**src/rtl/chbd_pkg.sv**
```systemverilog
// Package: beat types, phase encoding and character helpers for the chunked body decoder.
`default_nettype none
package chbd_pkg;

  typedef struct packed {
    logic [7:0] body_byte;
    logic       first_byte;
    logic       final_byte;
  } in_item_t;

  typedef struct packed {
    logic [7:0] data_byte;
    logic       byte_valid;
    logic       message_end;
    logic [1:0] end_status;
  } out_item_t;

  typedef enum logic [2:0] {
    PH_LINE   = 3'd0,
    PH_DATA   = 3'd1,
    PH_OPT_CR = 3'd2,
    PH_OPT_LF = 3'd3,
    PH_DONE   = 3'd4
  } phase_t;

  localparam logic [1:0] ST_RUN = 2'd0;
  localparam logic [1:0] ST_OK  = 2'd1;
  localparam logic [1:0] ST_ERR = 2'd2;

  localparam logic [7:0] CH_CR = 8'h0D;
  localparam logic [7:0] CH_LF = 8'h0A;

  // {is_hex, value}
  function automatic logic [4:0] hex_decode(logic [7:0] c);
    logic [4:0] r;
    r = 5'd0;
    if (c >= 8'h30 && c <= 8'h39) begin
      r = {1'b1, 4'(c - 8'h30)};
    end else if (c >= 8'h61 && c <= 8'h66) begin
      r = {1'b1, 4'(c - 8'h57)};
    end else if (c >= 8'h41 && c <= 8'h46) begin
      r = {1'b1, 4'(c - 8'h37)};
    end
    return r;
  endfunction

endpackage
`default_nettype wire

```
**src/rtl/chbd_parser.sv**
```systemverilog
// Chunk framing parser: per-beat state update and result formation.
`default_nettype none
module chbd_parser #(
  parameter int SIZE_BITS = 32,
  parameter int LINE_KEEP = 31
) (
  input  wire logic               clk,
  input  wire logic               rst_n,
  input  wire logic               accept,
  input  wire chbd_pkg::in_item_t item,
  output logic                    res_valid,
  output chbd_pkg::out_item_t     res_item
);

  localparam int LCW = $clog2(LINE_KEEP + 1);

  typedef struct packed {
    logic [SIZE_BITS-1:0] acc;
    logic                 ov;
    logic [LCW-1:0]       chars;
    logic                 seen;
    logic                 stopped;
    logic                 prev_cr;
  } line_t;

  function automatic line_t line_char(line_t s, logic [7:0] c);
    line_t      r;
    logic [4:0] hv;
    r  = s;
    hv = chbd_pkg::hex_decode(c);
    if (s.chars < LCW'(LINE_KEEP)) begin
      if (s.stopped || !hv[4]) begin
        r.stopped = 1'b1;
      end else begin
        if (s.acc[SIZE_BITS-1 -: 4] != 4'd0) r.ov = 1'b1;
        r.acc  = {s.acc[SIZE_BITS-5:0], hv[3:0]};
        r.seen = 1'b1;
      end
      r.chars = s.chars + 1'b1;
    end
    return r;
  endfunction

  chbd_pkg::phase_t     phase_r, phase_nxt;
  line_t                line_r, line_nxt;
  logic [SIZE_BITS-1:0] bytes_left_r, bytes_left_nxt;

  chbd_pkg::phase_t     ph;
  line_t                ln, lw;
  logic [SIZE_BITS-1:0] bl;
  logic [7:0]           c;
  logic                 active, pay_valid, line_path;
  logic [1:0]           status;

  assign c  = item.body_byte;
  assign ph = item.first_byte ? chbd_pkg::PH_LINE : phase_r;
  assign ln = item.first_byte ? line_t'('0) : line_r;
  assign bl = item.first_byte ? '0 : bytes_left_r;

  // next state
  always_comb begin
    phase_nxt      = ph;
    line_nxt       = ln;
    bytes_left_nxt = bl;
    active         = 1'b1;
    pay_valid      = 1'b0;
    line_path      = 1'b0;
    status         = chbd_pkg::ST_RUN;
    lw             = ln;
    unique case (ph)
      chbd_pkg::PH_DONE: begin
        active = 1'b0;
      end
      chbd_pkg::PH_DATA: begin
        pay_valid      = 1'b1;
        bytes_left_nxt = bl - 1'b1;
        if (bl == SIZE_BITS'(1)) phase_nxt = chbd_pkg::PH_OPT_CR;
      end
      chbd_pkg::PH_OPT_CR: begin
        if (c == chbd_pkg::CH_CR) begin
          phase_nxt = chbd_pkg::PH_OPT_LF;
        end else if (c == chbd_pkg::CH_LF) begin
          phase_nxt = chbd_pkg::PH_LINE;
          line_nxt  = '0;
        end else begin
          line_path = 1'b1;
        end
      end
      chbd_pkg::PH_OPT_LF: begin
        if (c == chbd_pkg::CH_LF) begin
          phase_nxt = chbd_pkg::PH_LINE;
          line_nxt  = '0;
        end else begin
          line_path = 1'b1;
        end
      end
      chbd_pkg::PH_LINE: begin
        line_path = 1'b1;
      end
      default: begin
        active = 1'b0;
      end
    endcase

    if (line_path) begin
      phase_nxt = chbd_pkg::PH_LINE;
      lw        = (ph != chbd_pkg::PH_LINE) ? line_t'('0) : ln;
      if (c == chbd_pkg::CH_LF) begin
        lw.prev_cr = 1'b0;
        if (lw.chars == '0 || !lw.seen || lw.ov) begin
          status = chbd_pkg::ST_ERR;
        end else if (lw.acc == '0) begin
          status = chbd_pkg::ST_OK;
        end else begin
          bytes_left_nxt = lw.acc;
          phase_nxt      = chbd_pkg::PH_DATA;
          lw             = '0;
        end
      end else begin
        if (lw.prev_cr) lw = line_char(lw, chbd_pkg::CH_CR);
        lw.prev_cr = (c == chbd_pkg::CH_CR);
        if (!lw.prev_cr) lw = line_char(lw, c);
      end
      line_nxt = lw;
    end

    if (active && status == chbd_pkg::ST_RUN && item.final_byte) status = chbd_pkg::ST_ERR;
    if (status != chbd_pkg::ST_RUN) phase_nxt = chbd_pkg::PH_DONE;
  end

  // result
  always_comb begin
    res_valid            = accept && (pay_valid || status != chbd_pkg::ST_RUN);
    res_item.data_byte   = pay_valid ? c : 8'd0;
    res_item.byte_valid  = pay_valid;
    res_item.message_end = (status != chbd_pkg::ST_RUN);
    res_item.end_status  = status;
  end

  always_ff @(posedge clk) begin
    if (!rst_n) begin
      phase_r      <= chbd_pkg::PH_LINE;
      line_r       <= '0;
      bytes_left_r <= '0;
    end else if (accept) begin
      phase_r      <= phase_nxt;
      line_r       <= line_nxt;
      bytes_left_r <= bytes_left_nxt;
    end
  end

endmodule
`default_nettype wire

```
**src/rtl/chbd_outbuf.sv**
```systemverilog
// Two-entry result buffer that decouples parser acceptance from output stalls.
`default_nettype none
module chbd_outbuf (
  input  wire logic                clk,
  input  wire logic                rst_n,
  input  wire logic                wr_valid,
  input  wire chbd_pkg::out_item_t wr_item,
  output logic                     space,
  output logic                     out_valid,
  input  wire logic                out_ready,
  output chbd_pkg::out_item_t      out_item
);

  chbd_pkg::out_item_t slot0_r, slot0_nxt, slot1_r, slot1_nxt;
  logic [1:0]          cnt_r, cnt_nxt;
  logic                push, pop;

  assign space     = (cnt_r != 2'd2);
  assign out_valid = (cnt_r != 2'd0);
  assign out_item  = slot0_r;
  assign push      = wr_valid && space;
  assign pop       = out_valid && out_ready;

  always_comb begin
    slot0_nxt = slot0_r;
    slot1_nxt = slot1_r;
    cnt_nxt   = cnt_r;
    case ({push, pop})
      2'b10: begin
        if (cnt_r == 2'd0) slot0_nxt = wr_item;
        else slot1_nxt = wr_item;
        cnt_nxt = cnt_r + 2'd1;
      end
      2'b01: begin
        slot0_nxt = slot1_r;
        cnt_nxt   = cnt_r - 2'd1;
      end
      2'b11: begin
        slot0_nxt = wr_item;
      end
      default: begin
      end
    endcase
  end

  always_ff @(posedge clk) begin
    slot0_r <= slot0_nxt;
    slot1_r <= slot1_nxt;
    if (!rst_n) cnt_r <= 2'd0;
    else cnt_r <= cnt_nxt;
  end

endmodule
`default_nettype wire

```
**src/rtl/http_chunked_body_decoder_core.sv**
```systemverilog
// Top level: HTTP chunked body decoder, parser plus result buffer.
// Each result is registered in the result buffer and offered on out_ behind older results.
// Throughput: one body byte per cycle while in_ready is high; the per-byte state update
// in the parser is combinational, and the two-entry result buffer keeps in_ready high
// while it holds fewer than two results, so a single stalled result does not block input.
// Reset (synchronous, rst_n low): parser returns to the size line phase, buffer empties.
`default_nettype none
module http_chunked_body_decoder_core #(
  parameter int SIZE_BITS = 32,
  parameter int LINE_KEEP = 31
) (
  input  wire logic                clk,
  input  wire logic                rst_n,
  input  wire logic                in_valid,
  output logic                     in_ready,
  input  wire chbd_pkg::in_item_t  in_item,
  output logic                     out_valid,
  input  wire logic                out_ready,
  output chbd_pkg::out_item_t      out_item
);

  logic                accept, res_valid;
  chbd_pkg::out_item_t res_item;

  assign accept = in_valid && in_ready;

  chbd_parser #(
    .SIZE_BITS(SIZE_BITS),
    .LINE_KEEP(LINE_KEEP)
  ) u_parser (
    .clk      (clk),
    .rst_n    (rst_n),
    .accept   (accept),
    .item     (in_item),
    .res_valid(res_valid),
    .res_item (res_item)
  );

  chbd_outbuf u_outbuf (
    .clk      (clk),
    .rst_n    (rst_n),
    .wr_valid (res_valid),
    .wr_item  (res_item),
    .space    (in_ready),
    .out_valid(out_valid),
    .out_ready(out_ready),
    .out_item (out_item)
  );

endmodule
`default_nettype wire
```
**config.mk**
```make
export PLATFORM = sky130hd
export DESIGN_NAME = http_chunked_body_decoder_core
export DESIGN_NICKNAME = d
export VERILOG_FILES = /design/src/rtl/chbd_pkg.sv /design/src/rtl/chbd_parser.sv /design/src/rtl/chbd_outbuf.sv /design/src/rtl/http_chunked_body_decoder_core.sv
export SDC_FILE = /design/constraint.sdc
export NUM_CORES = 1
export LEC_CHECK = 0
export BUFFER_PORTS_ARGS = -buffer_cell sky130_fd_sc_hd__buf_4
export CORE_MARGIN = 3
export CORE_UTILIZATION = 56
export CTS_BUF_LIST = sky130_fd_sc_hd__clkbuf_8
export DETAILED_ROUTE_END_ITERATION = 12
export PLACE_DENSITY = 0.76
export SLEW_MARGIN = 0
export SYNTH_ARGS = -nofsm -noshare
export SYNTH_HDL_FRONTEND = slang
export SYNTH_SLANG_ARGS = --single-unit
```
**constraint.sdc**
```tcl
create_clock -name clk -period 5.6 [get_ports clk]
set_input_delay 0.84 -clock clk [delete_from_list [all_inputs] [get_ports clk]]
set_output_delay 0.84 -clock clk [all_outputs]
set_load 0.01 [all_outputs]
```
==> impl_results.md <==
* Die H at 114.0 um
* Synth area leaders: dfxtp_1 24%, edfxtp_1 11%, nand2_1 4.9%
* Met2 WL post-DR at 8.714 mm
* Crit path DAT at 3.93 ns
* Port bufs at 27
* EDFF count, synth at 24
* Worst-Margin Slew at 1.176 ns
* Status: complete, no violations
* TNS Setup at 0 ns
* Ports at 28
* Number of hold buffers added after cts at 0
* Worst-skew pair later-pin latency at 0.39 ns
* ANT nets after route at 0
* Ratio of cells with drive above 1 in the final layout at 13.62%
* Final setup viols at 0
* Rows at 38
* Initial antenna violation count at 0
* RD Place Congestion at 0.9599
* Minimum clock period at 3.921 ns
* Vias in the first global route at 5789
* Nature of the critical path startpoint: input pin
* Mapped cell area at 6530 um2
* Synthesized area per cell at 8.448 um2
* Clock Skew at 0.01968 ns
* Routed Wire Length at 18.74 mm
* Crit path max fanout at 54
* Sequential area share after synthesis at 34.95%
* Largest area contributor in the netlist: dfxtp_1
* Maximum clock frequency at 255.1 MHz
* Remaining DRCs at 0
* Non-Filler Instances at 911
* Syn Inst Count at 773
* Final hold violation count at 0
* Post_cts resized at 0
* Largest net degree at the start of global routing at 55
* Pwr Density at 270.8 nW/um2
* Routed len/inst at 20.57 um
* Layout net count at 791
* Die area at 12990 um2
* WHS at 0.4842 ns
* Lkg Pwr at 2.450 nW
* CP Capture Type: register
* Detail Placement HPWL at 12.86 mm
* Clock sink count at 102
* # diodes at 0
* Initial Utilization at 58.69%
* Post-Syn Nets at 798
* Tcrit/Tclk final at 70.01%
* Met1 WL at 7.799 mm
* Total GRT Usage at 28.91%
* Asr flop ratio synth at 0%
* Placed Cells at 895
* Fillers at 957
* Crit Path Class: in -> reg
* Area grow syn2layout at 5.748%
* Top sig layer: met4
* Global-route wire length before repair at 30.20 mm
* WP data required at 5.61 ns
* CTS root buffer: clkbuf_8
* CORE AREA at 11130 um2
* H-tree levels at 3
* DRT iter0 DRCs at 808
* Worst-path clk slew at 0.10 ns
* Synth cell types at 91
* Grt ovf at 0
* Bufs on Longest Clock Path at 2
* Via/cell ratio at 6.919
* Chip width at 114.0 um
* Post-synth top area share at 23.91%
* Postcts setup bufs at 0
* Cts bufs inserted at 9
* Max Cap Viol at 0
* Final Max Slew Viols at 0
* Met3 WL post-DR at 1.542 mm
* Main synth FF type: dfxtp_1
* Pre-antenna DRT Iters at 6
* CTS tree: yes
* Slew headroom at 21.02%
* Synth warn at 0
* RSZ-0062 raised after global routing: no
* Synth Register Bits at 102
* Via Count at 6303
* Hold WC Path Type: reg -> reg
* Peak supply drop at 0.2057 mV
-- cell type report --
class / count / area [um2] / share of cell area, %
well taps: 140 / 175.2 / 2.537
flip-flops and latches: 102 / 2282 / 33.05
inverters: 36 / 135.1 / 1.957
multi-input cells: 581 / 3845 / 55.68
clock inverters: 7 / 73.82 / 1.069
repair buffers: 36 / 270.3 / 3.914
clock buffers: 9 / 123.9 / 1.794
-- flip-flops by register name (all words and copies together), names as in the netlist --
| signal | count |
|---|---|
| u_outbuf.out_item | 12 |
| u_parser.line_r | 41 |
| u_outbuf.slot1_r | 12 |
| u_parser.phase_r | 3 |
| u_outbuf.cnt_r | 2 |
| u_parser.bytes_left_r | 32 |
-- critical path, cell delays in order --
cell and delay (ns):
buf_4 0.45, nor4_4 0.11, nand2_1 0.14, ha_1 0.14, or4b_2 0.60, nand4b_2 0.22
a31oi_2 0.07, o21ai_1 0.30, o21ai_1 0.17, o21ai_1 0.88
-- per-layer routing --
metal	GRT usage [%]	vias to the layer above
li1	-	2914
met3	4.403	55
met1	39.19	2996
met2	45.51	338
met4	13.30	0
met5	0	-
-- power by group --
| group | total (mW) | internal (mW) | switching [mW] |
|---|---|---|---|
| registers | 0.884 | 0.836 | 0.0475 |
| clock network | 0.484 | 0.209 | 0.275 |
| logic | 0.502 | 0.182 | 0.320 |
| total | 1.87 | 1.23 | 0.642 |
-- cell usage after synthesis, types with 15 or more instances --
| cell | number |
|---|---|
| o22ai_2 | 20 |
| edfxtp_1 | 24 |
| nor3_1 | 23 |
| nor2_1 | 60 |
| dfxtp_1 | 78 |
| clkbuf_1 | 38 |
| a21oi_1 | 39 |
| inv_1 | 33 |
| and2_1 | 15 |
| nand2_1 | 86 |
| o21ai_0 | 53 |
-- stage by stage --
step,power [mW],setup WS [ns],utilization (%),cell area (um2)
final,1.870,1.679,62.07,6905
after global routing,1.953,1.259,62.07,6905
after CTS,1.870,1.718,62.07,6905
after detailed placement,1.393,1.304,60.29,6708
after global placement,1.377,1.435,60.29,6708
after floorplan,1.235,1.068,-,6530
-- placed cells by master, fill, tap and decap left out, drive strengths merged, types with 6 or more instances in the layout --
cell     n
edfxtp  24
o31ai   10
a211oi  12
and3     7
clkbuf   9
mux2    11
a21oi   40
nand2   87
inv     39
nor3    26
o21a    10
o211ai  12
nor2    60
o22ai   28
a221oi  11
dfxtp   78
xnor2    6
nor4    14
or3      7
a31oi   15
nand3   12
o21ai   66
ha      11
and2    15
buf     36
a21o     7
a32o     7
or4      7
nand4   13
-- final timing paths --
path	start	endpoint	slack [ns]	cells past startpoint
setup / recovery	in_item[1]	u_outbuf.out_item[0]	1.68	10
hold / removal	u_parser.line_r[1]	u_parser.line_r[1]	0.48	2
setup reg to reg	u_parser.phase_r[0]	u_outbuf.cnt_r[1]	1.88	12
hold reg to reg	u_parser.line_r[1]	u_parser.line_r[1]	0.48	2
-- kinds of logic after synthesis --
kind of cell | share of synthesized area (%)
AOI/OAI and AO/OA | 31.69
xor gates and xnor gates | 1.207
adders and majority gates | 2.108
buffers and inverters | 6.170
DFF | 34.95
muxes | 2.357
and+or+nand+nor | 21.52
No activity file was read; power rests on OpenSTA's default activity.
